[src/rtl/core/fcba_pkg.sv]
// ---------------------------------------------------------------------------
// fcba_pkg
// Shared types and constants for the chained block allocator.
// ---------------------------------------------------------------------------
package fcba_pkg;
    localparam int BLOCK_COUNT = 256;
    localparam int BLOCK_BYTES = 4096;
    localparam int BLK_W       = $clog2(BLOCK_COUNT);
    localparam int CNT_W       = 12;
    localparam int LINK_W      = BLK_W + 1;

    localparam logic [2:0] KIND_ALLOC = 3'd0;
    localparam logic [2:0] KIND_OPEN  = 3'd1;
    localparam logic [2:0] KIND_APPND = 3'd2;
    localparam logic [2:0] KIND_CLOSE = 3'd3;
    localparam logic [2:0] KIND_READ  = 3'd4;

    localparam logic [1:0] ST_OK      = 2'd0;
    localparam logic [1:0] ST_NOSPACE = 2'd1;
    localparam logic [1:0] ST_NOWRITE = 2'd2;

    localparam logic [0:0] REG_CAP = 1'b0;
    localparam logic [0:0] REG_USE = 1'b1;

    typedef logic [BLK_W-1:0] blk_t;
endpackage

[src/rtl/core/fcba_ram.sv]
// ---------------------------------------------------------------------------
// fcba_ram
// Generic single-port-write, single-port-read RAM with registered read data.
// ---------------------------------------------------------------------------
module fcba_ram #(
    parameter int WIDTH = 8,
    parameter int DEPTH = 256
) (
    input  logic                     clk,
    input  logic                     we,
    input  logic [$clog2(DEPTH)-1:0] waddr,
    input  logic [WIDTH-1:0]         wdata,
    input  logic [$clog2(DEPTH)-1:0] raddr,
    output logic [WIDTH-1:0]         rdata
);
    logic [WIDTH-1:0] mem [DEPTH];

    always_ff @(posedge clk)
    begin
        if (we)
        begin
            mem[waddr] <= wdata;
        end
        rdata <= mem[raddr];
    end
endmodule

[src/rtl/core/fat_chain_block_allocator.sv]
// ---------------------------------------------------------------------------
// fat_chain_block_allocator
// FAT-style allocator: free map, link table and write cursor for chained blocks.
// ---------------------------------------------------------------------------
// Input channel (valid/stall): kind, block_index, data_byte. One transaction
// in, one result transaction out, in order. Output channel carries status,
// block_number, chain_end, byte_offset and byte_out.
// Items are processed one at a time. The link table is a RAM with registered
// read data; the free map is a flag vector searched by a sequencer that
// scans one block a cycle from the low end.
// Steps: close, plain append and unused kinds go straight to the result; read
// link reads the link RAM (S_RDLNK); alloc scans the free map (S_SRCH); an
// append that links a new block scans, links it and ends it (S_LINK2); open
// reads the head (S_OPNRD), walks and frees the old chain, then ends the head.
// The next item is taken no earlier than the edge at which the result is
// taken.
// Reset marks every block free, closes the write and loads register defaults;
// link entries stay undefined until written, no clearing pass is needed.
// When the receiver stalls the result holds and input stall stays high until
// the result is taken.
// APB: block_capacity at 0x0, blocks_in_use at 0x4.
// ---------------------------------------------------------------------------
module fat_chain_block_allocator
    import fcba_pkg::*;
(
    input  logic        clk,
    input  logic        rst_n,
    input  logic        in_valid,
    output logic        in_stall,
    input  logic [2:0]  kind,
    input  logic [7:0]  block_index,
    input  logic [7:0]  data_byte,
    output logic        out_valid,
    input  logic        out_stall,
    output logic [1:0]  status,
    output logic [7:0]  block_number,
    output logic        chain_end,
    output logic [11:0] byte_offset,
    output logic [7:0]  byte_out,
    input  logic        psel,
    input  logic        penable,
    input  logic        pwrite,
    input  logic [2:0]  paddr,
    input  logic [31:0] pwdata,
    output logic [31:0] prdata,
    output logic        pready
);
    localparam logic [3:0] S_IDLE  = 4'd0;
    localparam logic [3:0] S_SRCH  = 4'd1;
    localparam logic [3:0] S_OPNRD = 4'd2;
    localparam logic [3:0] S_WALK  = 4'd3;
    localparam logic [3:0] S_WAIT  = 4'd4;
    localparam logic [3:0] S_RDLNK = 4'd5;
    localparam logic [3:0] S_LINK2 = 4'd6;
    localparam logic [3:0] S_DONE  = 4'd7;

    logic [3:0]        state_reg, state_next;
    logic [2:0]        kind_reg;
    blk_t              idx_reg;
    logic [7:0]        byte_reg;
    logic [BLOCK_COUNT-1:0] free_reg;
    blk_t              cur_reg;
    logic [CNT_W-1:0]  fill_reg;
    logic              open_reg;
    logic [11:0]       cap_reg;
    logic [8:0]        use_reg;
    blk_t              scan_reg;
    blk_t              found_reg;
    logic [BLK_W:0]    steps_reg;

    logic [1:0]  r_status_reg;
    blk_t        r_blk_reg;
    logic        r_end_reg;
    logic [11:0] r_off_reg;
    logic [7:0]  r_byte_reg;
    logic        out_valid_reg;

    logic          we;
    blk_t          waddr, raddr;
    logic [LINK_W-1:0] wdata, rdata;

    fcba_ram #(.WIDTH(LINK_W), .DEPTH(BLOCK_COUNT)) u_link (
        .clk(clk), .we(we), .waddr(waddr), .wdata(wdata),
        .raddr(raddr), .rdata(rdata)
    );

    logic        in_acc, out_acc, res_load;
    logic [12:0] cap_eff;
    logic [8:0]  lim;
    logic        scan_end;
    blk_t        nxt_blk;

    assign in_acc   = in_valid && !in_stall;
    assign out_acc  = out_valid_reg && !out_stall;
    assign in_stall = (state_reg != S_IDLE) || (out_valid_reg && !out_acc);
    assign res_load = (state_reg == S_DONE) && (!out_valid_reg || out_acc);
    assign cap_eff  = ({1'b0, cap_reg} > 13'(BLOCK_BYTES)) ? 13'(BLOCK_BYTES)
                                                          : {1'b0, cap_reg};
    assign lim      = (use_reg > 9'(BLOCK_COUNT)) ? 9'(BLOCK_COUNT) : use_reg;
    assign scan_end = ({1'b0, scan_reg} + 9'd1) >= lim;
    assign nxt_blk  = rdata[BLK_W-1:0];

    // Link RAM port control
    always_comb
    begin
        we    = 1'b0;
        waddr = idx_reg;
        wdata = {1'b1, {BLK_W{1'b0}}};
        raddr = idx_reg;
        unique case (state_reg)
            S_SRCH:
            begin
                if (free_reg[scan_reg] && {1'b0, scan_reg} < lim
                    && kind_reg == KIND_ALLOC)
                begin
                    we    = 1'b1;
                    waddr = scan_reg;
                end
                else if (free_reg[scan_reg] && {1'b0, scan_reg} < lim)
                begin
                    we    = 1'b1;
                    waddr = cur_reg;
                    wdata = {1'b0, scan_reg};
                end
            end
            S_LINK2:
            begin
                we    = 1'b1;
                waddr = found_reg;
            end
            S_WALK:
            begin
                raddr = nxt_blk;
                if (rdata[BLK_W] || steps_reg == (BLK_W+1)'(BLOCK_COUNT))
                begin
                    we    = 1'b1;
                    waddr = idx_reg;
                end
            end
            S_WAIT:   raddr = found_reg;
            S_IDLE:
            begin
                if (in_acc && kind == KIND_CLOSE && open_reg)
                begin
                    we    = 1'b1;
                    waddr = cur_reg;
                end
                raddr = block_index[BLK_W-1:0];
            end
            default:  ;
        endcase
    end

    always_comb
    begin
        state_next = state_reg;
        unique case (state_reg)
            S_IDLE:
            begin
                if (in_acc)
                begin
                    priority if (kind == KIND_ALLOC)
                        state_next = S_SRCH;
                    else if (kind == KIND_OPEN)
                        state_next = S_OPNRD;
                    else if (kind == KIND_APPND && open_reg
                             && {1'b0, fill_reg} >= cap_eff)
                        state_next = S_SRCH;
                    else if (kind == KIND_READ)
                        state_next = S_RDLNK;
                    else
                        state_next = S_DONE;
                end
            end
            S_SRCH:
            begin
                if (free_reg[scan_reg] && {1'b0, scan_reg} < lim)
                    state_next = (kind_reg == KIND_ALLOC) ? S_DONE : S_LINK2;
                else if (scan_end || {1'b0, scan_reg} >= lim)
                    state_next = S_DONE;
            end
            S_LINK2:  state_next = S_DONE;
            S_OPNRD:  state_next = S_WALK;
            S_WALK:
            begin
                if (rdata[BLK_W] || steps_reg == (BLK_W+1)'(BLOCK_COUNT))
                    state_next = S_DONE;
                else
                    state_next = S_WAIT;
            end
            S_WAIT:   state_next = S_WALK;
            S_RDLNK:  state_next = S_DONE;
            S_DONE:   if (res_load) state_next = S_IDLE;
            default:  state_next = S_IDLE;
        endcase
    end

    // Sequencer and architectural state
    always_ff @(posedge clk or negedge rst_n)
    begin
        if (!rst_n)
        begin
            state_reg    <= S_IDLE;
            free_reg     <= '1;
            cur_reg      <= '0;
            fill_reg     <= '0;
            open_reg     <= 1'b0;
            cap_reg      <= 12'd4092;
            use_reg      <= 9'd256;
            out_valid_reg <= 1'b0;
            r_status_reg <= ST_OK;
            r_end_reg    <= 1'b0;
            r_blk_reg    <= '0;
            r_off_reg    <= '0;
            r_byte_reg   <= '0;
            scan_reg     <= '0;
            found_reg    <= '0;
            steps_reg    <= '0;
        end
        else
        begin
            state_reg <= state_next;
            if (psel && penable && pwrite)
            begin
                if (paddr[2] == REG_CAP)
                    cap_reg <= pwdata[11:0];
                else
                    use_reg <= pwdata[8:0];
            end
            if (out_acc)
                out_valid_reg <= 1'b0;
            if (res_load)
                out_valid_reg <= 1'b1;

            unique case (state_reg)
                S_IDLE:
                begin
                    if (in_acc)
                    begin
                        r_status_reg <= ST_OK;
                        r_end_reg    <= 1'b0;
                        r_off_reg    <= '0;
                        r_byte_reg   <= '0;
                        r_blk_reg    <= '0;
                        scan_reg     <= '0;
                        steps_reg    <= '0;
                        if (kind == KIND_APPND || kind == KIND_CLOSE)
                        begin
                            if (!open_reg)
                                r_status_reg <= ST_NOWRITE;
                        end
                        if (kind == KIND_CLOSE && open_reg)
                            open_reg <= 1'b0;
                        if (kind == KIND_OPEN)
                            free_reg[block_index[BLK_W-1:0]] <= 1'b0;
                    end
                end
                S_SRCH:
                begin
                    if (free_reg[scan_reg] && {1'b0, scan_reg} < lim)
                    begin
                        free_reg[scan_reg] <= 1'b0;
                        found_reg          <= scan_reg;
                        if (kind_reg == KIND_ALLOC)
                            r_blk_reg <= scan_reg;
                        else
                        begin
                            cur_reg  <= scan_reg;
                            fill_reg <= '0;
                        end
                    end
                    else if (scan_end || {1'b0, scan_reg} >= lim)
                        r_status_reg <= ST_NOSPACE;
                    else
                        scan_reg <= scan_reg + 1'b1;
                end
                S_WALK:
                begin
                    steps_reg <= steps_reg + 1'b1;
                    found_reg <= nxt_blk;
                    if (!rdata[BLK_W] && steps_reg != (BLK_W+1)'(BLOCK_COUNT)
                        && nxt_blk != idx_reg)
                        free_reg[nxt_blk] <= 1'b1;
                    if (rdata[BLK_W] || steps_reg == (BLK_W+1)'(BLOCK_COUNT))
                    begin
                        cur_reg  <= idx_reg;
                        fill_reg <= '0;
                        open_reg <= 1'b1;
                    end
                end
                S_RDLNK:
                begin
                    r_end_reg <= rdata[BLK_W];
                    r_blk_reg <= rdata[BLK_W] ? '0 : nxt_blk;
                end
                S_DONE:
                begin
                    if (res_load && kind_reg == KIND_APPND && open_reg
                        && r_status_reg == ST_OK)
                    begin
                        r_blk_reg  <= cur_reg;
                        r_off_reg  <= fill_reg;
                        r_byte_reg <= byte_reg;
                        fill_reg   <= fill_reg + 1'b1;
                    end
                end
                default: ;
            endcase
        end
    end

    // Item payload capture
    always_ff @(posedge clk)
    begin
        if (in_acc)
        begin
            kind_reg <= kind;
            idx_reg  <= block_index[BLK_W-1:0];
            byte_reg <= data_byte;
        end
    end

    assign out_valid    = out_valid_reg;
    assign status       = r_status_reg;
    assign block_number = 8'(r_blk_reg);
    assign chain_end    = r_end_reg;
    assign byte_offset  = r_off_reg;
    assign byte_out     = r_byte_reg;
    assign pready       = 1'b1;
    assign prdata       = (paddr[2] == REG_CAP) ? {20'd0, cap_reg} : {23'd0, use_reg};
endmodule

[config.mk]
export PLATFORM = sky130hd
export DESIGN_NAME = fat_chain_block_allocator
export DESIGN_NICKNAME = d
export VERILOG_FILES = /design/src/rtl/core/fcba_pkg.sv /design/src/rtl/core/fcba_ram.sv /design/src/rtl/core/fat_chain_block_allocator.sv
export SDC_FILE = /design/constraint.sdc
export NUM_CORES = 2
export LEC_CHECK = 0
export ABC_AREA = 0
export BUFFER_PORTS_ARGS = -buffer_cell sky130_fd_sc_hd__buf_2
export CORE_MARGIN = 2
export CORE_UTILIZATION = 62
export CTS_CLUSTER_DIAMETER = 40
export CTS_CLUSTER_SIZE = 30
export DETAILED_ROUTE_END_ITERATION = 8
export GPL_TIMING_DRIVEN = 0
export PLACE_DENSITY = 0.78
export SYNTH_ARGS = -nofsm -noshare
export SYNTH_HDL_FRONTEND = slang
export SYNTH_SLANG_ARGS = --single-unit
[constraint.sdc]
create_clock -name clk -period 26.6 [get_ports clk]
set_input_delay 5.32 -clock clk [delete_from_list [all_inputs] [get_ports clk]]
set_output_delay 5.32 -clock clk [all_outputs]
set_load 0.005 [all_outputs]
Word level (Yosys, flattened, before mapping)
Memory sizes are Yosys's and may differ from the RTL's. A register that Yosys moved wholly into a read port is not among the register bits.
Index checks and enable logic that the tools add are counted.
Widths: inputs -> output; s select.
{ "classes": {"n_lt_le_gt_ge": 12, "muxes": 83, "eq_ne": 29, "reduce_logical": 61, "bitwise": 6, "n_addsub": 4} }
{ "op_table": {"columns": ["operator", "count"], "rows": [
  ["$mux 256", 4],
  ["$pmux 256 s3", 1],
  ["$and 256x256->256", 2],
  ["$not 256->256", 2],
  ["$or 256x256->256", 1],
  ["$mux 8", 15],
  ["$mux 12", 7],
  ["$pmux 8 s2", 4],
  ["$pmux 8 s3", 2],
  ["$mux 9", 5],
  ["$pmux 12 s3", 1],
  ["$pmux 8 s4", 1],
  ["$lt 8x9->1 const B", 3],
  ["$demux 1 s8", 3],
  ["$ge 8x1->1 const B", 3],
  ["$ne 2x2->1 const B", 12],
  ["$pmux 12 s2", 1],
  ["$pmux 4 s6", 1],
  ["$logic_and 1x1->1", 21],
  ["$pmux 9 s2", 1],
  ["$mux 1", 17],
  ["$eq 4x3->1 const B", 4],
  ["$mux 4", 4],
  ["$reduce_and 4->1", 4],
  ["other kinds (40)", 76]
]} }
{ "totals": {"register_bits": 378, "in_bits": 61, "word_cells": 215, "ramBits": 2304, "output_inout_bits": 66, "mem_count": 1} }
{ "mem_list": {"columns": ["memory", "depth", "word_bits", "read_ports", "rd_ports_with_merged_regs", "wr", "line_no", "rtl"], "rows": [
  ["u_link.mem", 256, 9, 1, 1, 1, "fcba_ram.sv:16", "logic [WIDTH-1:0] mem [DEPTH];"]
]} }

Longest topological paths before layout
{ "logic_depth": {"ltp_word": 13, "depth_mapped": 19, "ltp_nobuf": 14} }

Cells and area by module
Synthesis repeated with hierarchy kept, for this count alone.
{ "unflattened": {"hier_cells": 6659, "area_unflattened_um2": 112686.8} }
{ "modules_own_cells": {"columns": ["mod", "cells_each", "seq_area_each_um2", "n_inst", "area_per_inst_um2"], "rows": [
  ["fcba_ram", 4237, 69366.5, 1, 89278.1],
  ["fat_chain_block_allocator", 2422, 9863.2, 1, 23408.7]
]} }

Worst setup path before layout
No wires, ideal clock.
{ "synth_timing": {"kind": "flip-flop to flip-flop", "start": "register scan_reg[0]", "end": "memory u_link.mem[0][0] in the netlist's numbering, data pin", "setup_time_ns": 1.256, "n_path_buf": 3, "required_time_ns": 25.344, "t_arrival_ns": 11.423, "slack_ns": 13.921, "synth_period_minus_slack_ns": 12.679, "stages_incl_launch_ff": 14, "cell_sequence": "dfrtp_1 -> buf_6 -> buf_6 -> mux4_2 -> mux4_2 -> o22ai_1 -> nor3_1 -> nor4_2 -> nor4_2 -> a21oi_4 -> buf_6 -> nor3_1 -> inv_1 -> nor2_1"} }
{ "synth_via": {"elab_chain_len": 6} }
{ "synth_lines": {"columns": ["item", "line_no", "rtl"], "rows": [
  ["start: declaration", "fat_chain_block_allocator.sv:67", "blk_t scan_reg;"],
  ["start signal: assignment", "fat_chain_block_allocator.sv:275", "scan_reg <= scan_reg + 1'b1;"],
  ["$bmux 1 s8", "fat_chain_block_allocator.sv:113, fat_chain_block_allocator.sv:119", null],
  ["$mux 1 (implied by the code)", "fat_chain_block_allocator.sv:113, fat_chain_block_allocator.sv:119", null],
  ["$logic_and 1x1->1", "fat_chain_block_allocator.sv:113, fat_chain_block_allocator.sv:119", null],
  ["$mux 9 / $logic_and 1x1->1 (equally long branches)", "fat_chain_block_allocator.sv:119, fat_chain_block_allocator.sv:114", null],
  ["$mux 9 (*)", "fat_chain_block_allocator.sv:113", "if (free_reg[scan_reg] && {1'b0, scan_reg} < lim"],
  ["$mux 9 (*)", "fat_chain_block_allocator.sv:110", "unique case (state_reg)"],
  ["named net u_link.wdata[0]", "fcba_ram.sv:12", "input logic [WIDTH-1:0] wdata,"],
  ["end: declaration", "fcba_ram.sv:16", null]
]} }
Mark *: on every way through the listed nets, which the timed path passes. The rest lies on a longest branch. The select of a mux whose other input is x is not followed.

Worst setup path in the final report
{ "layout_timing": {"start": "input paddr[2]", "end": "output prdata[0]"} }
{ "layout_via": {"elab_chain_len": 1} }
{ "layout_lines": {"columns": ["item", "line_no", "rtl"], "rows": [
  ["start: declaration", "fat_chain_block_allocator.sv:43", "input logic [2:0] paddr,"],
  ["$mux 12", "fat_chain_block_allocator.sv:330", "assign prdata = (paddr[2] == REG_CAP) ? {20'd0, cap_reg} : {23'd0, use_reg};"],
  ["end: declaration", "fat_chain_block_allocator.sv:45", "output logic [31:0] prdata,"]
]} }
Every way passes these cells.

==> flow_metrics.py <==
metrics = {
    "clock_tree": {
        "cts_inserted_buffers": 361,
        "clk_pin_slew_ns": 0.06,
        "root_buffer": "clkbuf_16",
        "h-tree-depth": 5,
        "cts_tree": "built",
        "cts_setup_buffers": 0,
        "clock_sinks": 2690,
        "cts_hold_buf": 0,
        "cts_buffer_depth": 4,
        "clk_latency_ns": 0.98,
        "cts_resized": 0,
    },
    "final_layout": {
        "multiInputGateArea_mm2": 0.0361,
        "regArea_mm2": 0.0792,
        "fin_util_pct": 71.9,
        "largest_reg_flops": 2304,
        "drive_gt1_share_pct": 14.7,
        "area_growth_pct": 15.0,
        "fill_cells": 11926,
        "final_nets": 8259,
    },
    "logic_synthesis": {
        "syn_avg_cell_area_um2": 15.4,
        "async_flop_share_pct": 13.3,
        "synth_seq_area_share_pct": 67.4,
        "ys_ff_latch": 2690,
        "synth_area_leaders": "edfxtp_1 (59%), mux2i_1 (21%), dfstp_2 (6.0%)",
        "netlist-cell-type-count": 74,
        "synth_edf_count": 2323,
        "yosysMostFrequentCell": "mux2i_1",
        "synth_top_area_share_pct": 59.4,
        "synthTopCellsByCount": "mux2i_1 (2413), edfxtp_1 (2323), a21oi_1 (512)",
        "synth-main-ff-cell": "edfxtp_1",
        "synth_top_cell_by_area": "edfxtp_1",
        "syn_inst": 7630,
        "syn-cell-area_mm2": 0.117,
        "yosysWarnings": 0,
    },
    "power": {
        "vdd_ir_drop_max_v": 0.0000838,
        "cellPowerDensity_mw_per_mm2": 114,
        "power.leakage_uw": 0.0530,
    },
    "timing": {
        "finClkSkew_ns": 0.0815,
        "worst_slack_ns": 14.99,
        "grt_setup_unrepaired": "no",
        "timing.fmax_mhz": 86.2,
        "finalCritPeriodShare_pct": 43.6,
        "slew_viol_final": 40,
        "hold_viol_final": 0,
        "worst_pin_slew_ns": 1.61,
        "period_minus_slack_ns": 11.61,
        "relSlewSlack_pct": -10.7,
        "setup_viol": 0,
    },
    "worst_setup_path": {
        "crit_required_ns": 21.28,
        "critical_path_class": "in2out",
        "critical_path_arrival_ns": 6.29,
        "end_kind": "output pin",
        "cp_cell_sequence": "buf_2, clkbuf_1, mux2_2, buf_2",
        "crit_path_frequent_cell": "buf_2",
        "path_buf_inv": 3,
        "worstSetupStartpointType": "input port",
        "cp_slowest_cell": "mux2_2",
        "path_max_fanout": 10,
        "max_stage_delay_ns": 0.39,
        "cpLargestDelayFamily": "buffers and inverters",
    },
    "job": {
        "drv_cap": 6,
    },
    "placed_design": {
        "place_ws_ns": 14.97,
        "gp_congestion": 1.05,
        "dpl.hpwl_um": 257000,
        "portBuffers": 83,
    },
    "floorplan": {
        "die_width_um": 439,
        "io_pins": 127,
        "core.rowCount": 159,
        "coreArea_mm2": 0.188,
        "die_area_mm2": 0.193,
        "initial_core_util_pct": 62.5,
        "fp.dieH_um": 439,
    },
    "min_path": {
        "holdCritPathClass": "reg2reg",
    },
    "global_route": {
        "grt_pass1_wl_um": 534000,
        "overflow": 0,
        "antenna_found_initial": 20,
        "first_global_vias": 72713,
        "grt_max_degree": 163,
        "gr-usage-all-layers_pct": 39.2,
    },
    "route": {
        "viasPerCell": 6.89,
        "drt-total-wl_um": 382000,
        "wl_per_cell_um": 34.9,
        "drc_errors": 0,
        "firstDrtPassIters": 9,
        "vias": 75474,
        "drtIter0Drc": 11774,
        "drtAntennaViolNets": 0,
    },
    "run_status": {
        "violations": "capacitance limit, slew limit",
        "outcome": "complete, but fails checks",
    },
}
-- layer usage --
| layer | track usage [%] | share of wire (%) |
|---|---|---|
| met2 | 57.3 | 44 |
| met3 | 11.4 | 13 |
| met1 | 54.5 | 38 |
| met4 | 18.9 | 5.2 |
| met5 | 0 | 0.041 |
-- worst paths after layout --
| kind | from | to | slack (ns) | cells past startpoint |
|---|---|---|---|---|
| worst max-delay path | paddr[2] | prdata[0] | 14.99 | 4 |
| min in group asynchronous | rst_n | cur_reg[1] | 4.43 | 1 |
| worst min register to register | byte_out[7] | byte_out[7] | 0.47 | 2 |
| worst min-delay path | byte_out[7] | byte_out[7] | 0.47 | 2 |
| max in group asynchronous | rst_n | state_reg[0] | 21.17 | 2 |
| worst max register to register | scan_reg[1] | u_link.mem[95][1] | 17.48 | 17 |
-- cell usage in the layout (no fill, tap or decap), types with 18 or more instances in the layout --
master,Yosys,routed
buf_2,46,129
clkbuf_16,0,366
conb_1,2,21
mux4_2,28,28
a31oi_1,43,43
clkbuf_1,314,325
mux2i_1,2413,2413
edfxtp_1,2323,2323
clkinvlp_4,0,28
clkinv_8,0,28
nor2_1,317,311
and3_1,35,35
o22ai_1,97,97
nor3_1,39,23
mux2_2,31,31
bufinv_16,0,31
clkinv_4,0,23
nand3_1,67,67
ha_1,36,36
inv_1,27,26
o221ai_1,168,168
dfrtp_1,91,91
inv_6,0,46
dfstp_2,267,267
clkinv_2,0,26
nand2b_1,23,23
a21oi_1,512,511
inv_8,0,40
buf_4,25,32
buf_16,0,26
buf_1,169,169
nand4_1,45,45
o21ai_0,69,69
nand2_1,179,179
nor2b_1,21,21
buf_12,0,18
a22oi_1,36,36
-- report_power, final --
part	total, µW	switching, µW	leakage [µW]	internal [µW]
clock network	4960	2010	0.00603	2950
registers	4720	68.2	0.0273	4660
logic	5740	3820	0.0197	1920
-- per-stage QoR --
stage / power (µW) / TNS (ns) / hold slack, ns / cell area (µm²) / cells
CTS: 15200 / 0 / 0.476 / 135000 / 10940
detailed placement: 10300 / 0 / 0.462 / 123000 / 10291
global route: 15700 / 0 / 0.500 / 135000 / 10946
floorplan: 8200 / 0 / 0.442 / 118000 / 7649
global placement: 10200 / -8712.42 / 0.453 / 121000 / 10227
finish: 15400 / 0 / 0.471 / 135000 / 10958
-- cell families (layout without fill, tap and decap cells) --
| kind of cell | after synthesis | in the layout | synth area share (%) |
|---|---|---|---|
| adders and majority gates | 36 | 36 | 0.383 |
| AOI/OAI and AO/OA | 1013 | 1013 | 5.37 |
| and+or+nand+nor | 806 | 806 | 3.19 |
| muxes | 2472 | 2472 | 21.4 |
| xor gates and xnor gates | 22 | 22 | 0.164 |
| DFF | 2690 | 2690 | 67.4 |
| buffers and inverters | 589 | 1388 | 2.04 |
| other | 2 | 36 | 0.00639 |
-- layout make-up --
type,instances,share of cell area (%)
antenna,15,0.0278
buffer,560,1.71
clock buffer,404,7.00
clock inverter,245,2.21
inverter,29,0.0861
multi-input combinational,4370,26.7
sequential,2690,58.6
tap,2495,2.31
timing repair buffer,150,1.30
-- worst reg2reg max path: cells and delay by family (launching register included) --
kind                   cells  cell delay, ns
DFF                        1            0.54
buffers and inverters      6            2.81
muxes                      1            0.15
AOI/OAI and AO/OA          4            1.62
and+or+nand+nor            6            3.65
Note: power is estimated with default switching activity, not from simulation.
